File: src/rtl/core/pbl_pkg.sv
// shared types and constants for the particle boundary label and wrap block
// no dependencies; imported by every module in rtl/core
package pbl_pkg;

  localparam int unsigned CoordBits  = 32;
  localparam int unsigned OriginBits = 31;
  localparam int unsigned LengthBits = 30;
  localparam int unsigned StatusBits = 6;
  localparam int unsigned RegionBits = 5;
  localparam int unsigned NumAxes    = 3;
  localparam int unsigned PaddrBits  = 5;
  localparam int unsigned DataBits   = 32;
  localparam int unsigned RegIdxBits = PaddrBits - 2;

  // working width for exact compares and wrap sums before clamping
  localparam int unsigned ExtBits =
      ((CoordBits > OriginBits + 1) ? CoordBits : OriginBits + 1) + 2;

  localparam logic [StatusBits-1:0] StatusTracked = 6'd2;
  localparam logic [StatusBits-1:0] TrackedBase   = 6'd28;
  localparam logic [StatusBits-1:0] PlainBase     = 6'd2;

  localparam logic [RegionBits-1:0] RegionInside = 5'd0;
  localparam logic [RegionBits-1:0] RegionMax    = 5'd26;

  localparam logic [LengthBits-1:0] LengthReset = 30'd65536;

  typedef enum logic [1:0] {
    AxisInside = 2'd0,
    AxisLow    = 2'd1,
    AxisHigh   = 2'd2
  } pbl_axis_e;

  typedef enum logic [RegIdxBits-1:0] {
    RegOriginX = 3'd0,
    RegOriginY = 3'd1,
    RegOriginZ = 3'd2,
    RegLengthX = 3'd3,
    RegLengthY = 3'd4,
    RegLengthZ = 3'd5
  } pbl_reg_e;

  typedef struct packed {
    logic [StatusBits-1:0]       old_status;
    logic signed [CoordBits-1:0] pos_x;
    logic signed [CoordBits-1:0] pos_y;
    logic signed [CoordBits-1:0] pos_z;
  } pbl_in_t;

  typedef struct packed {
    logic [StatusBits-1:0]       out_status;
    logic [RegionBits-1:0]       region_index;
    logic signed [CoordBits-1:0] wrapped_x;
    logic signed [CoordBits-1:0] wrapped_y;
    logic signed [CoordBits-1:0] wrapped_z;
  } pbl_out_t;

  typedef struct packed {
    logic [NumAxes-1:0][OriginBits-1:0] origin;
    logic [NumAxes-1:0][LengthBits-1:0] length;
  } pbl_cfg_t;

endpackage

File: src/rtl/core/pbl_regs.sv
// box configuration registers behind the apb-style port
// depends on pbl_pkg
module pbl_regs (
  input  logic                           clk_i,
  input  logic                           rst_ni,
  input  logic                           psel,
  input  logic                           penable,
  input  logic                           pwrite,
  input  logic [pbl_pkg::PaddrBits-1:0]  paddr,
  input  logic [pbl_pkg::DataBits-1:0]   pwdata,
  output logic [pbl_pkg::DataBits-1:0]   prdata,
  output logic                           pready,
  output pbl_pkg::pbl_cfg_t              cfg_o
);
  import pbl_pkg::*;

  logic [NumAxes-1:0][OriginBits-1:0] origin_q;
  logic [NumAxes-1:0][LengthBits-1:0] length_q;
  logic                               wr_en;
  pbl_reg_e                           reg_idx;

  assign pready  = 1'b1;
  assign wr_en   = psel && penable && pwrite && pready;
  assign reg_idx = pbl_reg_e'(paddr[PaddrBits-1:2]);

  always_ff @(posedge clk_i or negedge rst_ni) begin
    if (!rst_ni) begin
      origin_q <= '0;
      length_q <= {NumAxes{LengthReset}};
    end else if (wr_en) begin
      unique case (reg_idx)
        RegOriginX: origin_q[0] <= pwdata[OriginBits-1:0];
        RegOriginY: origin_q[1] <= pwdata[OriginBits-1:0];
        RegOriginZ: origin_q[2] <= pwdata[OriginBits-1:0];
        RegLengthX: length_q[0] <= pwdata[LengthBits-1:0];
        RegLengthY: length_q[1] <= pwdata[LengthBits-1:0];
        RegLengthZ: length_q[2] <= pwdata[LengthBits-1:0];
        default: ;
      endcase
    end
  end

  always_comb begin
    unique case (reg_idx)
      RegOriginX: prdata = DataBits'($signed(origin_q[0]));
      RegOriginY: prdata = DataBits'($signed(origin_q[1]));
      RegOriginZ: prdata = DataBits'($signed(origin_q[2]));
      RegLengthX: prdata = DataBits'(length_q[0]);
      RegLengthY: prdata = DataBits'(length_q[1]);
      RegLengthZ: prdata = DataBits'(length_q[2]);
      default:    prdata = '0;
    endcase
  end

  assign cfg_o.origin = origin_q;
  assign cfg_o.length = length_q;

endmodule

File: src/rtl/core/pbl_axis.sv
// one axis: strict box compare and saturating periodic wrap
// depends on pbl_pkg
module pbl_axis (
  input  logic signed [pbl_pkg::CoordBits-1:0]  pos_i,
  input  logic signed [pbl_pkg::OriginBits-1:0] origin_i,
  input  logic [pbl_pkg::LengthBits-1:0]        length_i,
  output pbl_pkg::pbl_axis_e                    code_o,
  output logic signed [pbl_pkg::CoordBits-1:0]  wrapped_o
);
  import pbl_pkg::*;

  localparam logic signed [ExtBits-1:0] CMaxExt =
      {{(ExtBits-CoordBits+1){1'b0}}, {(CoordBits-1){1'b1}}};
  localparam logic signed [ExtBits-1:0] CMinExt = ~CMaxExt;

  logic signed [ExtBits-1:0] p_ext;
  logic signed [ExtBits-1:0] lo_ext;
  logic signed [ExtBits-1:0] len_ext;
  logic signed [ExtBits-1:0] hi_ext;
  logic signed [ExtBits-1:0] sum_ext;
  logic signed [ExtBits-1:0] sel_ext;

  assign p_ext   = ExtBits'(pos_i);
  assign lo_ext  = ExtBits'(origin_i);
  assign len_ext = $signed(ExtBits'(length_i));
  assign hi_ext  = lo_ext + len_ext;

  always_comb begin
    if (p_ext < lo_ext) begin
      code_o  = AxisLow;
      sum_ext = p_ext + len_ext;
    end else if (p_ext > hi_ext) begin
      code_o  = AxisHigh;
      sum_ext = p_ext - len_ext;
    end else begin
      code_o  = AxisInside;
      sum_ext = p_ext;
    end
  end

  // clamp to the coordinate range
  always_comb begin
    priority if (sum_ext > CMaxExt) begin
      sel_ext = CMaxExt;
    end else if (sum_ext < CMinExt) begin
      sel_ext = CMinExt;
    end else begin
      sel_ext = sum_ext;
    end
  end

  assign wrapped_o = sel_ext[CoordBits-1:0];

endmodule

File: src/rtl/core/pbl_label.sv
// region index and status relabel from the three axis codes
// depends on pbl_pkg
module pbl_label (
  input  logic [pbl_pkg::StatusBits-1:0] old_status_i,
  input  pbl_pkg::pbl_axis_e             code_x_i,
  input  pbl_pkg::pbl_axis_e             code_y_i,
  input  pbl_pkg::pbl_axis_e             code_z_i,
  output logic [pbl_pkg::StatusBits-1:0] out_status_o,
  output logic [pbl_pkg::RegionBits-1:0] region_o
);
  import pbl_pkg::*;

  logic [1:0] cx;
  logic [1:0] cy;
  logic [1:0] cz;

  assign cx = code_x_i;
  assign cy = code_y_i;
  assign cz = code_z_i;

  // 9x + 3y + z
  assign region_o = RegionBits'({cx, 3'b000}) + RegionBits'(cx)
                  + RegionBits'({cy, 1'b0}) + RegionBits'(cy)
                  + RegionBits'(cz);

  always_comb begin
    priority if (region_o == RegionInside) begin
      out_status_o = old_status_i;
    end else if (old_status_i == StatusTracked) begin
      out_status_o = TrackedBase + StatusBits'(region_o);
    end else begin
      out_status_o = PlainBase + StatusBits'(region_o);
    end
  end

endmodule

File: src/rtl/core/particle_boundary_label_wrap.sv
// particle boundary label and wrap, top level: input register, label/wrap logic, result register
// beats pass input register then result register; one beat per cycle while out_stall_i is low
// the input register, if empty, takes a beat while a stalled result waits in the result register
// rst_ni clears both valid flags and loads origin 0 and length 1.0 on each axis
// depends on pbl_pkg, pbl_regs, pbl_axis, pbl_label
module particle_boundary_label_wrap (
  input  logic                          clk_i,
  input  logic                          rst_ni,
  input  logic                          in_valid_i,
  output logic                          in_stall_o,
  input  pbl_pkg::pbl_in_t              in_data_i,
  output logic                          out_valid_o,
  input  logic                          out_stall_i,
  output pbl_pkg::pbl_out_t             out_data_o,
  input  logic                          psel,
  input  logic                          penable,
  input  logic                          pwrite,
  input  logic [pbl_pkg::PaddrBits-1:0] paddr,
  input  logic [pbl_pkg::DataBits-1:0]  pwdata,
  output logic [pbl_pkg::DataBits-1:0]  prdata,
  output logic                          pready
);
  import pbl_pkg::*;

  pbl_cfg_t  cfg;
  pbl_in_t   in_q;
  pbl_out_t  out_q;
  pbl_out_t  out_d;
  logic      s1_valid_q;
  logic      s2_valid_q;
  logic      s1_adv;
  logic      s2_adv;
  pbl_axis_e code_x;
  pbl_axis_e code_y;
  pbl_axis_e code_z;

  pbl_regs u_regs (
    .clk_i   (clk_i),
    .rst_ni  (rst_ni),
    .psel    (psel),
    .penable (penable),
    .pwrite  (pwrite),
    .paddr   (paddr),
    .pwdata  (pwdata),
    .prdata  (prdata),
    .pready  (pready),
    .cfg_o   (cfg)
  );

  assign s2_adv     = !s2_valid_q || !out_stall_i;
  assign s1_adv     = !s1_valid_q || s2_adv;
  assign in_stall_o = !s1_adv;

  always_ff @(posedge clk_i or negedge rst_ni) begin
    if (!rst_ni) begin
      s1_valid_q <= 1'b0;
      s2_valid_q <= 1'b0;
    end else begin
      if (s1_adv) begin
        s1_valid_q <= in_valid_i;
      end
      if (s2_adv) begin
        s2_valid_q <= s1_valid_q;
      end
    end
  end

  always_ff @(posedge clk_i) begin
    if (s1_adv && in_valid_i) begin
      in_q <= in_data_i;
    end
    if (s2_adv && s1_valid_q) begin
      out_q <= out_d;
    end
  end

  pbl_axis u_axis_x (
    .pos_i     (in_q.pos_x),
    .origin_i  (cfg.origin[0]),
    .length_i  (cfg.length[0]),
    .code_o    (code_x),
    .wrapped_o (out_d.wrapped_x)
  );

  pbl_axis u_axis_y (
    .pos_i     (in_q.pos_y),
    .origin_i  (cfg.origin[1]),
    .length_i  (cfg.length[1]),
    .code_o    (code_y),
    .wrapped_o (out_d.wrapped_y)
  );

  pbl_axis u_axis_z (
    .pos_i     (in_q.pos_z),
    .origin_i  (cfg.origin[2]),
    .length_i  (cfg.length[2]),
    .code_o    (code_z),
    .wrapped_o (out_d.wrapped_z)
  );

  pbl_label u_label (
    .old_status_i (in_q.old_status),
    .code_x_i     (code_x),
    .code_y_i     (code_y),
    .code_z_i     (code_z),
    .out_status_o (out_d.out_status),
    .region_o     (out_d.region_index)
  );

  assign out_valid_o = s2_valid_q;
  assign out_data_o  = out_q;

`ifndef SYNTHESIS
  a_stall_only_when_full: assert property (@(posedge clk_i) disable iff (!rst_ni)
    in_stall_o |-> (s1_valid_q && s2_valid_q && out_stall_i))
    else $error("input stalled with room in the pipeline");

  a_region_range: assert property (@(posedge clk_i) disable iff (!rst_ni)
    out_valid_o |-> (out_data_o.region_index <= RegionMax))
    else $error("region index out of range");

  a_relabel_range: assert property (@(posedge clk_i) disable iff (!rst_ni)
    (out_valid_o && (out_data_o.region_index != RegionInside)) |->
      ((out_data_o.out_status > PlainBase) &&
       (out_data_o.out_status <= TrackedBase + StatusBits'(RegionMax))))
    else $error("relabeled status outside label codes");

  a_result_follows_item: assert property (@(posedge clk_i) disable iff (!rst_ni)
    (s1_valid_q && s2_adv) |=> s2_valid_q)
    else $error("item lost between input and result register");
`endif

endmodule
File: config.mk
export PLATFORM = sky130hd
export DESIGN_NAME = particle_boundary_label_wrap
export DESIGN_NICKNAME = d
export VERILOG_FILES = /design/src/rtl/core/pbl_pkg.sv /design/src/rtl/core/pbl_regs.sv /design/src/rtl/core/pbl_axis.sv /design/src/rtl/core/pbl_label.sv /design/src/rtl/core/particle_boundary_label_wrap.sv
export SDC_FILE = /design/constraint.sdc
export NUM_CORES = 1
export LEC_CHECK = 0
export BUFFER_PORTS_ARGS = -buffer_cell sky130_fd_sc_hd__buf_4
export CAP_MARGIN = 25
export CORE_MARGIN = 1.5
export CORE_UTILIZATION = 53
export DETAILED_ROUTE_END_ITERATION = 12
export GPL_ROUTABILITY_DRIVEN = 1
export GPL_TIMING_DRIVEN = 0
export MAX_ROUTING_LAYER = met4
export PLACE_DENSITY = 0.76
export RECOVER_POWER = 50
export SLEW_MARGIN = 30
export SYNTH_ARGS = -nofsm -noshare
export SYNTH_HDL_FRONTEND = slang
export SYNTH_HIERARCHICAL = 1
export SYNTH_SLANG_ARGS = --single-unit
export TNS_END_PERCENT = 100
File: constraint.sdc
create_clock -name clk_i -period 10.5 [get_ports clk_i]
set_clock_uncertainty 0.05 [all_clocks]
set_input_delay 2.625 -clock clk_i [delete_from_list [all_inputs] [get_ports clk_i]]
set_output_delay 2.625 -clock clk_i [all_outputs]
set_load 0.1 [all_outputs]
==> Word level (Yosys, flattened, before mapping) <==
Cells that the tools add are included.
{ "classes": {"n_mux": 18, "n_lt_le_gt_ge": 12, "reduce_logical": 18, "eq_ne": 6, "addsub": 15} }
{ "op_table": {"columns": ["operator", "count"], "rows": [
  ["2-to-1 mux 34 bit", 6],
  ["one-hot mux 32 bit (6 select lines)", 1],
  ["> comparator 34 x 32 -> 1 bit (second input constant)", 3],
  ["< comparator 34 x 32 -> 1 bit (second input constant)", 3],
  ["adder 32 x 31 -> 33 bit", 3],
  ["subtractor 32 x 31 -> 33 bit", 3],
  ["adder 31 x 31 -> 32 bit", 3],
  ["> comparator 32 bit", 3],
  ["< comparator 32 x 31 -> 1 bit", 3],
  ["2-to-1 mux 32 bit", 3],
  ["adder 5 x 2 -> 5 bit", 3],
  ["2-to-1 mux 2 bit", 6],
  ["2-to-1 mux 6 bit", 2],
  ["AND reduction 2 bit", 6],
  ["adder 2 x 5 -> 6 bit (first input constant)", 1],
  ["adder 5 x 5 -> 6 bit (first input constant)", 1],
  ["equality test 3 x 2 -> 1 bit (second input constant)", 2],
  ["equality test 3 bit (second input constant)", 2],
  ["equality test 6 x 2 -> 1 bit (second input constant)", 1],
  ["adder 5 x 3 -> 5 bit", 1],
  ["zero test 5 bit", 1],
  ["logical AND 1 bit", 4],
  ["zero test 1 bit", 4],
  ["equality test 3 x 1 -> 1 bit (second input constant)", 1],
  ["2 further kinds", 3]
]} }
{ "totals": {"output_inout_bits": 142, "elab_cells": 86, "ff_bits": 394} }

==> Logic depth before layout (Yosys ltp) <==
Gate-level depths: netlist (run 1).
{ "depth": {"depth_word": 11, "ltp_mapped": 34} }

==> Cells and area by module <==
Netlist (run 1), hierarchy kept.
{ "by_module_without_submodules": {"columns": ["mod", "area_each_um2", "instances", "cells_per_inst"], "rows": [
  ["pbl_regs", 8338.0, 1, 607],
  ["pbl_axis at u_axis_x", 7554.7, 1, 1056],
  ["pbl_axis at u_axis_z", 7103.1, 1, 1049],
  ["pbl_axis at u_axis_y", 7000.5, 1, 1014],
  ["particle_boundary_label_wrap", 6368.6, 1, 217],
  ["pbl_label", 533.0, 1, 63]
]} }

==> Worst setup path before layout (run 1) <==
OpenSTA, ideal clock, no wires.
{ "synth_timing": {"path_kind": "in2reg", "from": "input port out_stall_i", "to": "register out_q, in the netlist out_data_o[0] (enable)", "required_ns": 9.715, "path_stages": 1, "path_slack_ns": -0.658, "arrival_time_ns": 10.373, "cell_sequence": "a21boi_0"} }
{ "synth_between": {"elab_chain_cells": 3} }
{ "synth_rtl": {"columns": ["item", "line", "text"], "rows": [
  ["from (decl)", "particle_boundary_label_wrap.sv:13", "input logic out_stall_i,"],
  ["zero test 1 bit", "particle_boundary_label_wrap.sv:50", "assign s2_adv = !s2_valid_q || !out_stall_i;"],
  ["logical OR 1 bit", "particle_boundary_label_wrap.sv:50", null],
  ["logical AND 1 bit", "particle_boundary_label_wrap.sv:72", "if (s2_adv && s1_valid_q) begin"],
  ["to (signal assigned)", "particle_boundary_label_wrap.sv:73", "out_q <= out_d;"],
  ["to (decl)", "particle_boundary_label_wrap.sv:27", "pbl_out_t out_q;"]
]} }
Every way passes these cells.
A chain may end at the register's enable or synchronous reset.

==> results.ini, run 1 <==
[routing]
drt_first_pass_iters=6
drt_iter0_drc=3421
vias=33800
routedWlPerCell_um=23.7
remaining_drc_errors=0
ant_nets=0
vias_per_cell=6.35
drt-total-wl_mm=126

[sta]
rsz0062_at_grt=false
whs_ns=0.439
final-hold-violation-count=0
period_needed_ns=10.01
period_share=0.953
fmax_ghz=0.0999
relSlewSlack=-1.46
drv_slew=291
setup-violations-final=0
tightest_slew_ns=3.69

[cells_and_area]
final_nets=4967
area_growth_pct=13.2
final_util=0.608
final_common_cell=ha_1
drive_gt1_frac=0.165
layout_common_cells=ha_1 (464), a21oi_1 (346), inv_1 (313)

[yosys]
syn_avg_cell_area_um2=9.21
synth_top_family_by_area=compound AO/OA/AOI/OAI gates
synth_edf_count=209
ys_seq_elements=394
yosysUniqueCellTypes=125
synthAdderAreaFrac=0.183
synth_nets=4628
ys_async_sr_fraction=0.470
yosys_warnings=6
synth-xor-area-share=0.0274
postSynthCellCount=4006
synthMuxAreaShare=0.0780
synth-simple-area-share=0.136
yosys_most_used_dff=edfxtp_1
ys_seq_area_frac=0.296
syn-cell-area_mm2=0.0369
synth_compound_gate_area_share=0.222

[clock_network]
postCtsHoldBufs=0
cts_setup_buffers=0
cts_tree=built
ctsResizeCount=0
clock-sinks=394
clk_latency_ns=0.60
cts_buffers=45
htreeDepth=2
clock_path_buffers=3
clkSlewWorstSetupHoldPaths_ns=0.06
root_buffer=clkbuf_16

[floorplanning]
die_x_um=267
die_area_mm2=0.0712
pin_count=288
core_mm2=0.0687
initial_core_util=0.537
die_y_um=267
fp-row-count=96

[outcome]
outcome=finished, violations left
violations=capacitance limit, slew limit

[grt]
grt_overflow=0
grt_pass1_wl_mm=189
grt_max_degree=70
grtUsageTotal=0.355
grt_pass1_vias=32100
antenna_found_initial=13

[power]
powerDensity_mw_per_mm2=239
fin_total_pwr_w=0.00997
ir_worst_vdd_mv=0.176
cellLeakagePower_nw=18.1

[worst_setup_path]
path_buf_inv=5
path_common_cell=fa_1
slowest_delay_ns=0.78
endpoint_kind=register
crit_family=compound AO/OA/AOI/OAI gates
r2r_setup_slack_ns=0.49
cp_max_fo=9
crit_type=register to register
crit_slowest_cell=a2111oi_0
cp-start-kind=register
crit_arrival_ns=10.30
worstPathRequired_ns=10.79

[place]
place.gp.congestion=0.995
hpwlAfterDp_mm=102
io_buffers=282

[job]
max-cap-violations=6

[hold_path]
min_path_type=register to register

-- final cells by class --
type	count	area, um^2
Timing Repair Buffer	292	2170
Inverter	326	1220
Clock buffer	66	1350
Buffer	170	912
Antenna cell	13	32.5
Fill cell	6089	26900
Multi-Input combinational cell	3116	23800
Sequential cell	394	10900
Clock inverter	16	171
Tap cell	931	1160
-- power by group --
part	switching (W)	total, W	internal [W]
combinational	0.00385	0.00592	0.00207
clock	0.000691	0.00164	0.000948
sequential	0.000393	0.00241	0.00201
total	0.00494	0.00997	0.00503
-- routing by layer --
metal,routed length [um],up-vias,track usage
met4,4790,0,0.124
met2,56700,1586,0.549
met1,52400,16200,0.457
met5,0,-,-
met3,12200,297,0.0767
li1,-,15700,-
-- synthesized netlist by cell type (62+ instances only) --
cell type / n / area, um^2
mux2_2: 141 / 1590
a21o_1: 81 / 608
inv_1: 313 / 1170
nand3_1: 136 / 681
nor2_1: 283 / 1060
nand2_1: 192 / 721
nor3_1: 90 / 450
ha_1: 464 / 5810
xnor2_1: 63 / 552
clkbuf_1: 76 / 285
o21ai_0: 171 / 856
edfxtp_1: 209 / 6280
a211oi_1: 62 / 465
mux2_1: 68 / 766
dfrtp_1: 182 / 4550
a21oi_1: 346 / 1730
-- worst register-to-register path: cells and delay by family (launching register included) --
kind	cells	cell delay (ns)
AO/OA/AOI/OAI	13	3.36
buffers and inverters	5	1.28
AND/OR/NAND/NOR	7	2.03
XOR/XNOR	2	0.40
multiplexers	1	0.31
flip-flops	1	0.60
adder cells (fa/ha/maj)	4	1.73
-- registers in the layout (all words and copies together), names as in the netlist --
register / flops
u_regs/cfg_o: 183
out_data_o: 107
out_valid_o: 1
in_q: 102
s1_valid_q: 1
-- stage by stage --
step                TNS, ns  cell area (um^2)  setup WS (ns)  instances
CTS                       0             41900          0.973       5311
finish                    0             41800          0.491       5324
global route              0             41800          0.329       5323
floorplan                 0             36900           2.17       4006
global placement     -85.57             40200         -0.835       5219
detailed placement        0             40400           1.05       5229
-- cell families after synthesis --
group	after synthesis
AOI/OAI and AO/OA	1187
xor gates and xnor gates	112
buffers and inverters	496
other	1
and+or+nand+nor	1013
adders and majority gates	543
muxes	260
DFF	394
-- final timing paths --
check,start,to,cells after the start
hold reg to reg,s1_valid_q,out_valid_o,1
max in group asynchronous,rst_ni,u_regs/cfg_o[91],3
hold / removal,s1_valid_q,out_valid_o,1
setup reg to reg,u_regs/cfg_o[31],out_data_o[102],32
setup / recovery,u_regs/cfg_o[31],out_data_o[102],32
min in group asynchronous,rst_ni,u_regs/cfg_o[84],1
Power figures use the tool's default switching activity.
==> inputs of run 2 (changes only) <==
==> constraint.sdc (replaced) <==
create_clock -name clk_i -period 10.5 [get_ports clk_i]
set_clock_uncertainty 0.05 [all_clocks]
set_input_delay 0 -clock clk_i [delete_from_list [all_inputs] [get_ports clk_i]]
set_output_delay 0 -clock clk_i [all_outputs]
set_load 0.1 [all_outputs]
==> run 2 against run 1 <==
Net effect:
- the flow still finishes with violations (capacitance limit, slew limit)
- power about the same
- worst setup slack better by 0.27 ns
- worst hold slack worse by 0.36 ns
- die area stayed put
- non-clock buffer count up 142
- critical endpoint is now out_data_o[104]
- highest routed layer unchanged
==> results.ini, run 2 (synthesis gave the netlist of run 1 again) <==
[floorplanning]
initial_core_util=0.537  ; unchanged
die_y_um=267  ; unchanged
die_area_mm2=0.0712  ; unchanged
die_x_um=267  ; unchanged
core_mm2=0.0687  ; unchanged
fp-row-count=96  ; unchanged
pin_count=288  ; unchanged

[clock_network]
cts_buffers=45  ; unchanged
clock_path_buffers=3  ; unchanged
cts_tree=built  ; unchanged
root_buffer=clkbuf_16  ; unchanged
clk_latency_ns=0.60  ; about the same
ctsResizeCount=0  ; unchanged
htreeDepth=2  ; unchanged
clkSlewWorstSetupHoldPaths_ns=0.07  ; was 0.06 ns
clock-sinks=394  ; unchanged

[cells_and_area]
multi_input_area_mm2=0.0238  ; about the same
final_common_cell=ha_1  ; unchanged
final_nets=5109  ; was 4,967
post-route-cell-area_mm2=0.0429  ; was 0.0418 mm^2
regArea_mm2=0.0109  ; unchanged
drive_gt1_frac=0.137  ; was 0.165
fin_cells=5467  ; was 5,324
layout_common_cells=ha_1 (464), a21oi_1 (346), inv_1 (313)  ; unchanged
final_util=0.625  ; was 0.608
area_growth_pct=16.3  ; was 13.2%
largest_register_ffs=183  ; unchanged
fillers=5972  ; was 6,089

[sta]
drv_slew=195  ; was 291
setup-violations-final=0  ; unchanged
period_needed_ns=9.74  ; was 10.01 ns
period_share=0.928  ; was 0.953
fin_ws_ns=0.757  ; was 0.491 ns
fmax_ghz=0.103  ; was 0.0999 GHz
tns_ns=0  ; unchanged
final-hold-violation-count=0  ; unchanged
tightest_slew_ns=4.42  ; was 3.69 ns
rsz0062_at_grt=false  ; unchanged
relSlewSlack=-1.95  ; was -1.46

[routing]
vias=34500  ; was 33,800
remaining_drc_errors=0  ; unchanged
drt_first_pass_iters=6  ; unchanged
wl_met3_mm=13.1  ; was 12.2 mm
drt_iter0_drc=3444  ; was 3,421
ant_nets=0  ; unchanged
drt-total-wl_mm=127  ; was 126 mm
dr_wl_met2_mm=56.7  ; about the same
drt-met1-wl_mm=52.3  ; was 52.4 mm
vias_per_cell=6.31  ; was 6.35
routedWlPerCell_um=23.3  ; was 23.7 um
top_layer_used=met4  ; unchanged

[place]
post-place-ws_ns=1.29  ; was 1.05 ns
post-place-cells=5230  ; was 5,229
io_buffers=282  ; unchanged
hpwlAfterDp_mm=101  ; was 102 mm
place.gp.congestion=0.980  ; was 0.995
dpl_cell_area_mm2=0.0404  ; about the same

[outcome]
outcome=finished, violations left  ; unchanged
violations=capacitance limit, slew limit  ; unchanged

[job]
max-cap-violations=4  ; was 6

[grt]
grt_max_degree=85  ; was 70
grt_pass1_vias=32700  ; was 32,100
grtUsageTotal=0.357  ; was 0.355
grt_pass1_wl_mm=190  ; was 189 mm
grt_overflow=0  ; unchanged
antenna_found_initial=11  ; was 13

[power]
cellLeakagePower_nw=18.4  ; was 18.1 nW
powerDensity_mw_per_mm2=232  ; was 239 mW/mm^2
ir_worst_vdd_mv=0.207  ; was 0.176 mV

[worst_setup_path]
r2r-end=out_data_o[104]  ; was out_data_o[102]
ff2ff_path_depth=32  ; unchanged
worstPathRequired_ns=10.80  ; was 10.79 ns
path_common_cell=fa_1  ; unchanged
endpoint_kind=register  ; unchanged
crit_arrival_ns=10.05  ; was 10.30 ns
path_buf_inv=5  ; unchanged
crit_type=register to register  ; unchanged
cp_max_fo=9  ; unchanged
crit_family=compound AO/OA/AOI/OAI gates  ; unchanged
r2r_setup_slack_ns=0.76  ; was 0.49 ns
crit_slowest_cell=nor4_1  ; was a2111oi_0
timing.rr.start=u_regs/cfg_o[31]  ; unchanged
cp-start-kind=register  ; unchanged
slowest_delay_ns=0.82  ; was 0.78 ns

[hold_path]
worstHoldPathCells=2  ; was 1
hp-start=in_data_i[54]  ; was s1_valid_q
whs_endpoint=in_q[54]  ; was out_valid_o
min_path_type=input pin to register  ; was register to register

==> run 2: timing repair <==
action / in CTS / in global routing
hold buffers: 141 / 0
buffers inserted: 0 / 0
endpoints found under the hold margin: 457 / 0
==> run 2: layer usage <==
metal | vias up | track usage
met2 | 1801 | 0.549
li1 | 16000 | -
met5 | - | -
met3 | 296 | 0.0793
met1 | 16500 | 0.458
met4 | 0 | 0.136
==> run 2: per-stage QoR <==
| step | hold slack [ns] | power (W) |
|---|---|---|
| global placement | 0.128 | 0.00813 |
| CTS | 0.00779 | 0.00996 |
| detailed placement | -0.138 | 0.00821 |
| floorplan | -0.346 | 0.00670 |
| global route | 0.0830 | 0.0105 |
| finish | 0.0763 | 0.00997 |
==> run 2: cell type report <==
| class | instances | area share |
|---|---|---|
| antenna | 13 | 0.000758 |
| buffer | 170 | 0.0209 |
| clock buffer | 64 | 0.0324 |
| clock inverter | 19 | 0.00408 |
| inverter | 326 | 0.0285 |
| multi-input combinational | 3116 | 0.556 |
| sequential | 394 | 0.254 |
| tap | 931 | 0.0271 |
| timing repair buffer | 434 | 0.0763 |
==> run 2: worst max path at each step <==
stage | endpoint | from | slack (ns) | cells past startpoint
after floorplan | out_data_o[0] | out_valid_o | 1.10 | 1
final | out_data_o[104] | u_regs/cfg_o[31] | 0.76 | 32
after detailed placement | out_data_o[102] | u_regs/cfg_o[31] | 1.29 | 32
after global placement | out_data_o[73] | s1_valid_q | -2.93 | 1
after global routing | out_data_o[104] | u_regs/cfg_o[31] | 0.54 | 32
after CTS | out_data_o[104] | u_regs/cfg_o[31] | 1.23 | 32
==> run 2: power breakdown <==
part           total [W]  internal [W]  switching [W]
logic            0.00590       0.00202        0.00388
clock network    0.00168      0.000977       0.000700
registers        0.00240       0.00201       0.000390
total            0.00997       0.00500        0.00497
